<file path="config.mk">
export PLATFORM = sky130hd
export DESIGN_NAME = imm_mac
export DESIGN_NICKNAME = d
export VERILOG_FILES = /design/src/sv/integer_matrix_multiply_macros.svh /design/src/sv/imm_pkg.sv /design/src/sv/imm_mac.sv
export SDC_FILE = /design/constraint.sdc
export NUM_CORES = 1
export LEC_CHECK = 0
export ABC_AREA = 1
export BUFFER_PORTS_ARGS = -buffer_cell sky130_fd_sc_hd__buf_2
export CORE_MARGIN = 8
export CORE_UTILIZATION = 63
export DETAILED_ROUTE_END_ITERATION = 7
export GPL_TIMING_DRIVEN = 0
export PLACE_DENSITY = 0.79
export SYNTH_ARGS = -nofsm -noshare
export SYNTH_HDL_FRONTEND = slang
export SYNTH_SLANG_ARGS = --single-unit
export TNS_END_PERCENT = 50
</file>
<file path="constraint.sdc">
create_clock -name clock -period 9.63 [get_ports clock]
set_input_delay 1.926 -clock clock [delete_from_list [all_inputs] [get_ports clock]]
set_output_delay 1.926 -clock clock [all_outputs]
set_load 0.005 [all_outputs]
</file>
<file path="src/sv/integer_matrix_multiply_macros.svh">
// Assertion macros for the integer matrix multiplier.
// No dependencies; files that assert include this header by name.
`ifndef INTEGER_MATRIX_MULTIPLY_MACROS_SVH
`define INTEGER_MATRIX_MULTIPLY_MACROS_SVH

// Check a property at each rising clock edge outside reset.
`define IMM_ASSERT(label, clk, rst, prop, msg) \
   label: assert property (@(posedge clk) disable iff (rst) (prop)) else $error(msg);

// Check that a condition never holds at a rising clock edge outside reset.
`define IMM_ASSERT_NEVER(label, clk, rst, cond, msg) \
   `IMM_ASSERT(label, clk, rst, !(cond), msg)

`endif

</file>
<file path="src/sv/imm_pkg.sv">
// Shared types, widths and codes of the integer matrix multiplier.
// No dependencies; every module of the block imports this package.
`timescale 1ns / 1ps

package imm_pkg;

   localparam int MAX_DIM_DEFAULT = 8;
   localparam int DIM_W      = 4;
   localparam int ROW_W      = 3;
   localparam int VALUE_W    = 32;
   localparam int CSR_IDX_W  = 2;
   localparam int CSR_DATA_W = 4;

   localparam logic [DIM_W-1:0] DIM_RESET = 4'd2;

   // Register indexes of the configuration port
   localparam logic [CSR_IDX_W-1:0] CSR_ROWS_A    = 2'd0;
   localparam logic [CSR_IDX_W-1:0] CSR_INNER_DIM = 2'd1;
   localparam logic [CSR_IDX_W-1:0] CSR_COLS_B    = 2'd2;

   // Matrix select codes
   localparam logic MATRIX_A = 1'b0;
   localparam logic MATRIX_B = 1'b1;

   typedef struct packed {
      logic                      matrix_select;
      logic [ROW_W-1:0]          load_row;
      logic [ROW_W-1:0]          load_col;
      logic signed [VALUE_W-1:0] element_value;
      logic                      load_last;
   } req_word_type;

   typedef struct packed {
      logic [ROW_W-1:0]          out_row;
      logic [ROW_W-1:0]          out_col;
      logic signed [VALUE_W-1:0] product_value;
      logic                      out_last;
   } rsp_word_type;

   typedef struct packed {
      logic [DIM_W-1:0] rows_a;
      logic [DIM_W-1:0] inner_dim;
      logic [DIM_W-1:0] cols_b;
   } dims_type;

   // One multiply-accumulate step travelling down the datapath
   typedef struct packed {
      logic valid;
      logic first;
      logic last;
   } tag_type;

   typedef enum logic [1:0] {
      SEQ_IDLE,
      SEQ_ISSUE,
      SEQ_DRAIN,
      SEQ_OUTPUT
   } seq_state_type;

endpackage

</file>
<file path="src/sv/imm_mac.sv">
// Shared multiply-accumulate unit: product register, then 32-bit accumulator.
// Depends on imm_pkg for the tag type and element width.
`timescale 1ns / 1ps

module imm_mac (
   input  logic                        clock,
   input  logic                        reset,
   input  imm_pkg::tag_type            issue,
   input  logic [imm_pkg::VALUE_W-1:0] a_data,
   input  logic [imm_pkg::VALUE_W-1:0] b_data,
   output logic                        done,
   output logic [imm_pkg::VALUE_W-1:0] acc
);
   import imm_pkg::*;

   tag_type            s1_ff, s2_ff;
   logic [VALUE_W-1:0] prod_ff, prod_in;
   logic [VALUE_W-1:0] acc_ff, acc_in;

   // Low word of the product is the same for signed and unsigned operands
   assign prod_in = a_data * b_data;

   always_comb begin
      acc_in = acc_ff;
      if (s2_ff.valid) begin
         acc_in = s2_ff.first ? prod_ff : acc_ff + prod_ff;
      end
   end

   always_ff @(posedge clock) begin
      if (reset) begin
         s1_ff  <= '0;
         s2_ff  <= '0;
         acc_ff <= '0;
      end else begin
         s1_ff  <= issue;
         s2_ff  <= s1_ff;
         acc_ff <= acc_in;
      end
      prod_ff <= prod_in;
   end

   assign done = s2_ff.valid && s2_ff.last;
   assign acc  = acc_ff;

endmodule

</file>
### After elaboration in Yosys (flattened, before gate mapping)

Cells that the tools add are included.

| cells by class | value |
|---|---|
| add/sub/neg operators | 1 |
| multiply operators | 1 |
| muxes and demuxes | 1 |
| reductions and logical operators | 1 |

Operator list:

| cell | count |
|---|---|
| $add 32x32->32 | 1 |
| $mul 32x32->32 | 1 |
| $mux 32 | 1 |
| $logic_and 1x1->1 | 1 |

| word-level totals | value |
|---|---|
| flip-flop bits (word level) | 70 |
| input port bits | 69 |

### Logic depth before layout (Yosys ltp)

Gate-level depths: netlist (run 1).

| logic depth | value |
|---|---|
| depth after elaboration | 2 |
| gate-level depth with buffers | 33 |
| mapped depth without buffers | 31 |

### Least setup slack after synthesis (run 1)

Ideal clock, no wire load.

| timing path | value |
|---|---|
| path type | in2reg |
| from | input a_data[12] (netlist bit) |
| to | register prod_ff[26] |
| library setup time | 119 ps |
| arrival | 7849 ps |
| slack | 1662 ps |
| stages on the path | 25 |
| buffers on the path | 2 |
| cells stage by stage | clkbuf_1 > buf_1 > nand2_1 > fa_1 > inv_1 > fa_1 > inv_1 > fa_1 > fa_1 > inv_1 > fa_1 > inv_1 > fa_1 > fa_1 > fa_1 > inv_1 > ha_1 > nand2_1 > nor3_1 > nand4_1 > nand3_1 > nand3_1 > nand2_1 > a21oi_1 > xnor2_1 |

| between the ends | value |
|---|---|
| longest elaborated chain between the ends | 1 |

RTL lines:

| what | RTL line | source |
|---|---|---|
| from (decl) | imm_mac.sv:9 | `input logic [imm_pkg::VALUE_W-1:0] a_data,` |
| $mul 32x32->32 | imm_mac.sv:21 | `assign prod_in = a_data * b_data;` |
| net prod_in[26] | imm_mac.sv:17 | `logic [VALUE_W-1:0] prod_ff, prod_in;` |
| to (signal assigned) | imm_mac.sv:40 | `prod_ff <= prod_in;` |
| to (decl) | imm_mac.sv:17 |  |

The timed path passes the listed nets, and every way through them passes these cells.
A chain may end at the register's enable or synchronous reset.

### Worst setup path after layout (run 1)

| timing path | value |
|---|---|
| from | input a_data[12] (netlist bit) |
| to | register prod_ff[31] |

Same word-level chain as after synthesis.

==> impl_metrics.toml, run 1 <==
[critical_path]
endpoint = "prod_ff[31]$_DFF_P_"
r2r_start = "prod_ff[0]$_DFF_P_"
critPathCaptureType = "flip-flop"
rr_worst_depth = 13
cp.required_ns = 9.82
startpoint = "a_data[12]"
critical_path_class = "input pin to flip-flop"
arrival_ns = 9.63
regToRegEndpoint = "acc[30]$_SDFFE_PP0P_"
worst_setup_path_start_kind = "input pin"
crit_chain = "buf_2, clkbuf_1, clkbuf_2, nand2_1, fa_1, inv_1, fa_1, inv_1, fa_1, inv_1, fa_1, inv_1, fa_1, fa_1, fa_1, inv_1, fa_1, ha_1, a21oi_1, o31ai_1, a221oi_1, nand2_1, nand3_1, nand2_1"
crit_top_cell = "fa_1"
reg2reg_slack_ns = 7.01
slowest_delay_ns = 0.66
critPathMaxFanout = 10
crit_path_top_delay_cell = "fa_1"

[synthesis]
yosysWarnings = 0
syn_avg_cell_area_um2 = 7.308
syn_nets = 3485
ys.flop_type = "dfxtp_1"
synth_top_area_frac = 0.3927
syn_area_um2 = 20850
async_flop_share = 0
synth_edf_count = 0
ys_seq_elements = 70
synth_area_leaders = "fa_1 39%, nand2_1 15%, inv_1 14%, ha_1 9.2%, dfxtp_1 6.7%"
yosysUniqueCellTypes = 48
netlist_instances = 2853
synth_top_cell_by_area = "fa_1"
ys_seq_area_frac = 0.06721

[die]
die_h_um = 197.9
coreArea_um2 = 32540
die-area_um2 = 39170
num_rows = 66
die_w_um = 197.9
start_util = 0.6408
ios = 102

[sta]
max_freq_mhz = 105.9
relSlewSlack = 0.1986
fin_crit_sh = 0.9803
slew_viol_final = 0
post-route-min-period_ns = 9.440
rsz0062_at_grt = "no"
tightest_slew_ns = 1.202
setup_viol = 0
layout_setup_ws_ns = 0.1901
finalHoldViolations = 0
finClkSkew_ns = 0.004176

[run]
maxCapViolations = 0

[clock_tree]
clock_sinks = 70
cts_resized = 1
htree_levels = 3
root_buffer = "clkbuf_16"
cts_setup_buffers = 0
cts_tree = "yes"
cts.path.max_buffers = 2
holdBufCountCts = 0
cts_made_buffers = 9
clk_latency_ns = 0.35
cts.clk_slew.worst_paths_ns = 0.05

[detailed_routing]
final_antenna_net_count = 0
firstDrtPassIters = 6
drc_errors = 0
num_vias = 18698
drt_iter0_markers = 1546
vias_per_cell = 5.525
post_drt_wl_per_cell_um = 20.52
drt-total-wl_um = 69440

[finish]
syn_to_final_growth_pct = 6.169
nNetsFinal = 3568
final_util = 0.6804
layout-drive-gt1-share = 0.04794

[placed_design]
pre_cts_ws_ns = -0.4817
hpwlAfterDp_um = 58630
place.gp.congestion = 1.008
portBuffers = 73

[hold_path]
hold_path_class = "flip-flop to flip-flop"

[status]
outcome = "finished clean"

[global_route]
grt_use_total = 0.3609
grt_antenna_before_repair = 1
grt_pass1_vias = 19737
grt_pass1_wl_um = 106100
grt_remaining_overflow = 0
grt_max_degree = 13
-- worst min-delay path by stage --
stage | start | to | slack [ns] | depth (start not counted)
2_1_floorplan | s1_ff[0]$_SDFF_PP0_ | s2_ff[0]$_SDFF_PP0_ | 0.39 | 2
3_3_place_gp | s1_ff[1]$_SDFF_PP0_ | s2_ff[1]$_SDFF_PP0_ | 0.40 | 2
3_5_place_dp | s1_ff[2]$_SDFF_PP0_ | s2_ff[2]$_SDFF_PP0_ | 0.40 | 2
4_1_cts | s1_ff[2]$_SDFF_PP0_ | s2_ff[2]$_SDFF_PP0_ | 0.41 | 2
5_1_grt | s1_ff[1]$_SDFF_PP0_ | s2_ff[1]$_SDFF_PP0_ | 0.43 | 2
6_report | s1_ff[2]$_SDFF_PP0_ | s2_ff[2]$_SDFF_PP0_ | 0.41 | 2
-- kinds of logic (layout without fill, tap and decap cells) --
family	Yosys count	in the layout	synth area share
adder cells (fa/ha/maj)	563	563	0.4851
XOR/XNOR	57	57	0.02394
other	0	1	0
buffers and inverters	921	1009	0.1699
AND/OR/NAND/NOR	1033	1033	0.1959
AO/OA/AOI/OAI	209	209	0.05797
flip-flops	70	70	0.06721
-- worst max-delay path: cells and delay by family --
kind	cells	cell delay, ns
compound gates	3	0.81
fa+ha+maj	9	4.60
buf+inv	8	1.48
simple gates	4	0.78
-- layout make-up --
type,count,area (µm²)
multi-input cells,1862,15910
fillers,2871,10400
inverters,798,2995
flip-flops and latches,70,1401
plain buffers,122,554.3
well taps,442,553.0
repair buffers,73,365.4
clock buffers,11,252.7
clock inverters,5,105.1
diodes,1,2.502
-- registers in the layout, summed over array words and instances (netlist names) --
signal   cells
prod_ff     32
acc         32
s2_ff        3
s1_ff        3
-- per-layer routing --
layer  track usage  share of wire
met5             0        0.00019
met4        0.2716          0.087
met3       0.05586          0.079
met2        0.6439           0.50
met1        0.3812           0.33
-- stage by stage --
| step | instances | TNS [ns] | instance area (µm²) | hold slack [ns] |
|---|---|---|---|---|
| after global placement | 3368 | -1.277 | 21770 | 0.3960 |
| after floorplan | 2853 | 0 | 20850 | 0.3883 |
| after CTS | 3384 | 0 | 22130 | 0.4109 |
| after detailed placement | 3368 | -1.464 | 21770 | 0.4005 |
| final | 3384 | 0 | 22140 | 0.4097 |
| after global routing | 3383 | 0 | 22130 | 0.4335 |
-- placed cells by master (no fill, tap or decap), types with 8 or more instances in the layout --
cell,count
nand2_1,815
inv_1,795
fa_1,409
ha_1,154
nor2_1,103
a21oi_1,100
buf_2,90
nand3_1,74
clkbuf_1,71
dfxtp_1,70
o21ai_0,46
xor2_1,40
buf_1,17
xnor2_1,17
nand4_1,13
o211ai_1,12
a21o_1,11
clkbuf_16,9
nor3_1,8
-- cells in the mapped netlist (4+ instances only) --
cell / count
dfxtp_1: 70
o21ai_0: 46
o21bai_1: 6
a31oi_1: 6
buf_4: 4
a21o_1: 11
clkbuf_1: 75
o21a_1: 4
fa_1: 409
nand3b_1: 6
a21oi_1: 100
clkbuf_8: 4
nand3_1: 74
nor3_1: 8
o211ai_1: 12
ha_1: 154
o21ai_1: 7
buf_2: 17
inv_1: 795
xor2_1: 40
nand2_1: 815
nand4_1: 13
xnor2_1: 17
nor2_1: 103
buf_1: 19
Power of run 1 is not shown: default switching activity piles up to over one toggle a cycle in this logic, so the estimate is an artifact.
==> inputs of run 2 (changes only) <==
ABC_AREA = not set   (was 1)
SLEW_MARGIN = 10   (was not set)
==> impl_metrics.toml, run 2 <==
[synthesis]
synth_edf_count = 0
syn_avg_cell_area_um2 = 8.927
synth_top_cell_by_area = "fa_1"
synth_area_leaders = "fa_1 42%, ha_1 9.9%, and2_1 8.8%, inv_1 7.8%, dfxtp_1 7.2%"
ys.flop_type = "dfxtp_1"
synth_top_area_frac = 0.4225
syn_area_um2 = 19380
yosysWarnings = 0
async_flop_share = 0
yosysUniqueCellTypes = 63
ys_top_cells_by_count = "409 x fa_1, 405 x inv_1, 310 x nand2_1"
yosysMostFrequentCell = "fa_1"
ys_seq_elements = 70
syn_nets = 2803
netlist_instances = 2171
ys_seq_area_frac = 0.07231

[global_route]
grt_pass1_vias = 17175
grt_antenna_before_repair = 0
grt_max_degree = 12
grt_use_total = 0.3564
grt_pass1_wl_um = 97380
grt_remaining_overflow = 0

[placed_design]
portBuffers = 92
dpl_cell_area_um2 = 20340
hpwlAfterDp_um = 51790
place.gp.congestion = 0.9911

[critical_path]
worst_setup_path_start_kind = "input pin"
cp_num_buf_inv = 7
critPathMaxFanout = 10
arrival_ns = 9.69
critical_path_class = "input pin to flip-flop"
crit_family = "adder cells"
critPathCaptureType = "flip-flop"
path_depth = 24
regToRegEndpoint = "acc[20]$_SDFFE_PP0P_"
slowest_delay_ns = 0.72
rr_worst_depth = 13
crit_path_top_delay_cell = "clkbuf_1"
crit_chain = "clkbuf_1, clkbuf_1, nand2_1, fa_1, inv_1, fa_1, inv_1, fa_1, inv_1, fa_1, inv_1, fa_1, fa_1, fa_1, inv_1, fa_1, xor2_1, xnor2_1, xnor2_1, xnor2_1, xnor2_1, xnor2_1, xnor2_1, xnor2_1"
r2r_start = "acc[0]$_SDFFE_PP0P_"
reg2reg_slack_ns = 6.34
cp.required_ns = 9.84
crit_top_cell = "fa_1"

[sta]
post-route-min-period_ns = 9.478
finalHoldViolations = 0
tightest_slew_ns = 0.9326
setup_viol = 0
setup_tns_ns = 0
relSlewSlack = 0.3783
finClkSkew_ns = 0.01006
rsz0062_at_grt = "no"
max_freq_mhz = 105.5
fin_crit_sh = 0.9842
slew_viol_final = 0

[detailed_routing]
drc_errors = 0
firstDrtPassIters = 5
drt_iter0_markers = 1292
final_antenna_net_count = 0
vias_per_cell = 5.910
post_drt_wl_per_cell_um = 23.47
num_vias = 15810
drt-total-wl_um = 62780

[clock_tree]
clk_latency_ns = 0.35
cts_setup_buffers = 0
cts.path.max_buffers = 2
cts.clk_slew.worst_paths_ns = 0.06
cts_made_buffers = 9
htree_levels = 3
clock_sinks = 70
root_buffer = "clkbuf_16"
cts_tree = "yes"
holdBufCountCts = 0

[hold_path]
whs_path_depth = 1
min-delay-start = "s1_ff[0]$_SDFF_PP0_"
min_to = "s2_ff[0]$_SDFF_PP0_"
hold_path_class = "flip-flop to flip-flop"

[die]
num_rows = 64
die_w_um = 191.4
coreArea_um2 = 30430
ios = 102
die-area_um2 = 36630
die_h_um = 191.4
start_util = 0.6369

[finish]
nNetsFinal = 2904
final_cell_mix = "409 x fa_1, 405 x inv_1, 310 x nand2_1"
layout-drive-gt1-share = 0.05668
final_common_cell = "fa_1"
syn_to_final_growth_pct = 6.334
fin_area_um2 = 20610

[status]
outcome = "finished clean"

[run]
maxCapViolations = 0
run 2: worst max path at each step:
stage,endpoint,start
finish,prod_ff[31]$_DFF_P_,b_data[4]
global route,prod_ff[30]$_DFF_P_,b_data[12]
CTS,prod_ff[31]$_DFF_P_,b_data[2]
detailed placement,prod_ff[31]$_DFF_P_,b_data[2]
global placement,prod_ff[31]$_DFF_P_,b_data[2]
floorplan,prod_ff[30]$_DFF_P_,a_data[12]
run 2: worst reg2reg max path, cell delays in order (launching register included):
cell and delay [ns]:
dfxtp_1 0.38, ha_1 0.23, inv_1 0.09, fa_1 0.42, nor2b_1 0.13, o21a_1 0.15
o21ai_1 0.10, a311o_1 0.36, and2_1 0.22, o31ai_2 0.39, a221oi_1 0.17, mux2i_1 0.19
nand2_1 0.08, a311oi_1 0.29
run 2: final cells by class:
cell class              count  area (µm²)
clock inverters             4       23.77
well taps                 396       495.5
clock buffers              11       242.7
plain buffers             109       414.1
fillers                  2501        9822
flip-flops and latches     70        1401
diodes                      3       7.507
repair buffers             92       460.4
inverters                 406        1524
multi-input cells        1584       16040
run 2: what timing repair did:
| action | CTS | global route |
|---|---|---|
| setup endpoints to repair | 6 | 4 |
| resized for setup | 2 | 4 |
| pin swaps | 0 | 0 |
| gates cloned | 0 | 0 |
run 2: layer usage:
| metal | vias to the layer above | global-route usage | part of all wire |
|---|---|---|---|
| li1 | 6749 | - | - |
| met1 | 7962 | 0.4225 | 0.36 |
| met2 | 861 | 0.5914 | 0.48 |
| met3 | 238 | 0.05874 | 0.081 |
| met4 | 0 | 0.2410 | 0.079 |
| met5 | - | 0 | 0 |
run 2: through the flow:
step | worst slack, ns | util | std cells | hold slack (ns)
2_1_floorplan | 1.399 | - | 2171 | 0.4138
3_3_place_gp | -0.5475 | 0.6683 | 2659 | 0.4174
3_5_place_dp | -0.6654 | 0.6683 | 2659 | 0.4226
4_1_cts | 0.07856 | 0.6771 | 2674 | 0.4367
5_1_grt | 0.02634 | 0.6770 | 2672 | 0.4624
6_report | 0.1523 | 0.6772 | 2675 | 0.4329
run 2: cell families (layout without fill, tap and decap cells):
group / after synthesis / count (layout) / share of synthesized area
other: 0 / 3 / 0
adder cells (fa/ha/maj): 563 / 563 / 0.5219
XOR/XNOR: 111 / 111 / 0.05017
buffers and inverters: 517 / 622 / 0.1001
multiplexers: 8 / 8 / 0.004132
flip-flops: 70 / 70 / 0.07231
AO/OA/AOI/OAI: 204 / 204 / 0.07276
AND/OR/NAND/NOR: 698 / 698 / 0.1786
Power of run 2 is left out for the same reason.
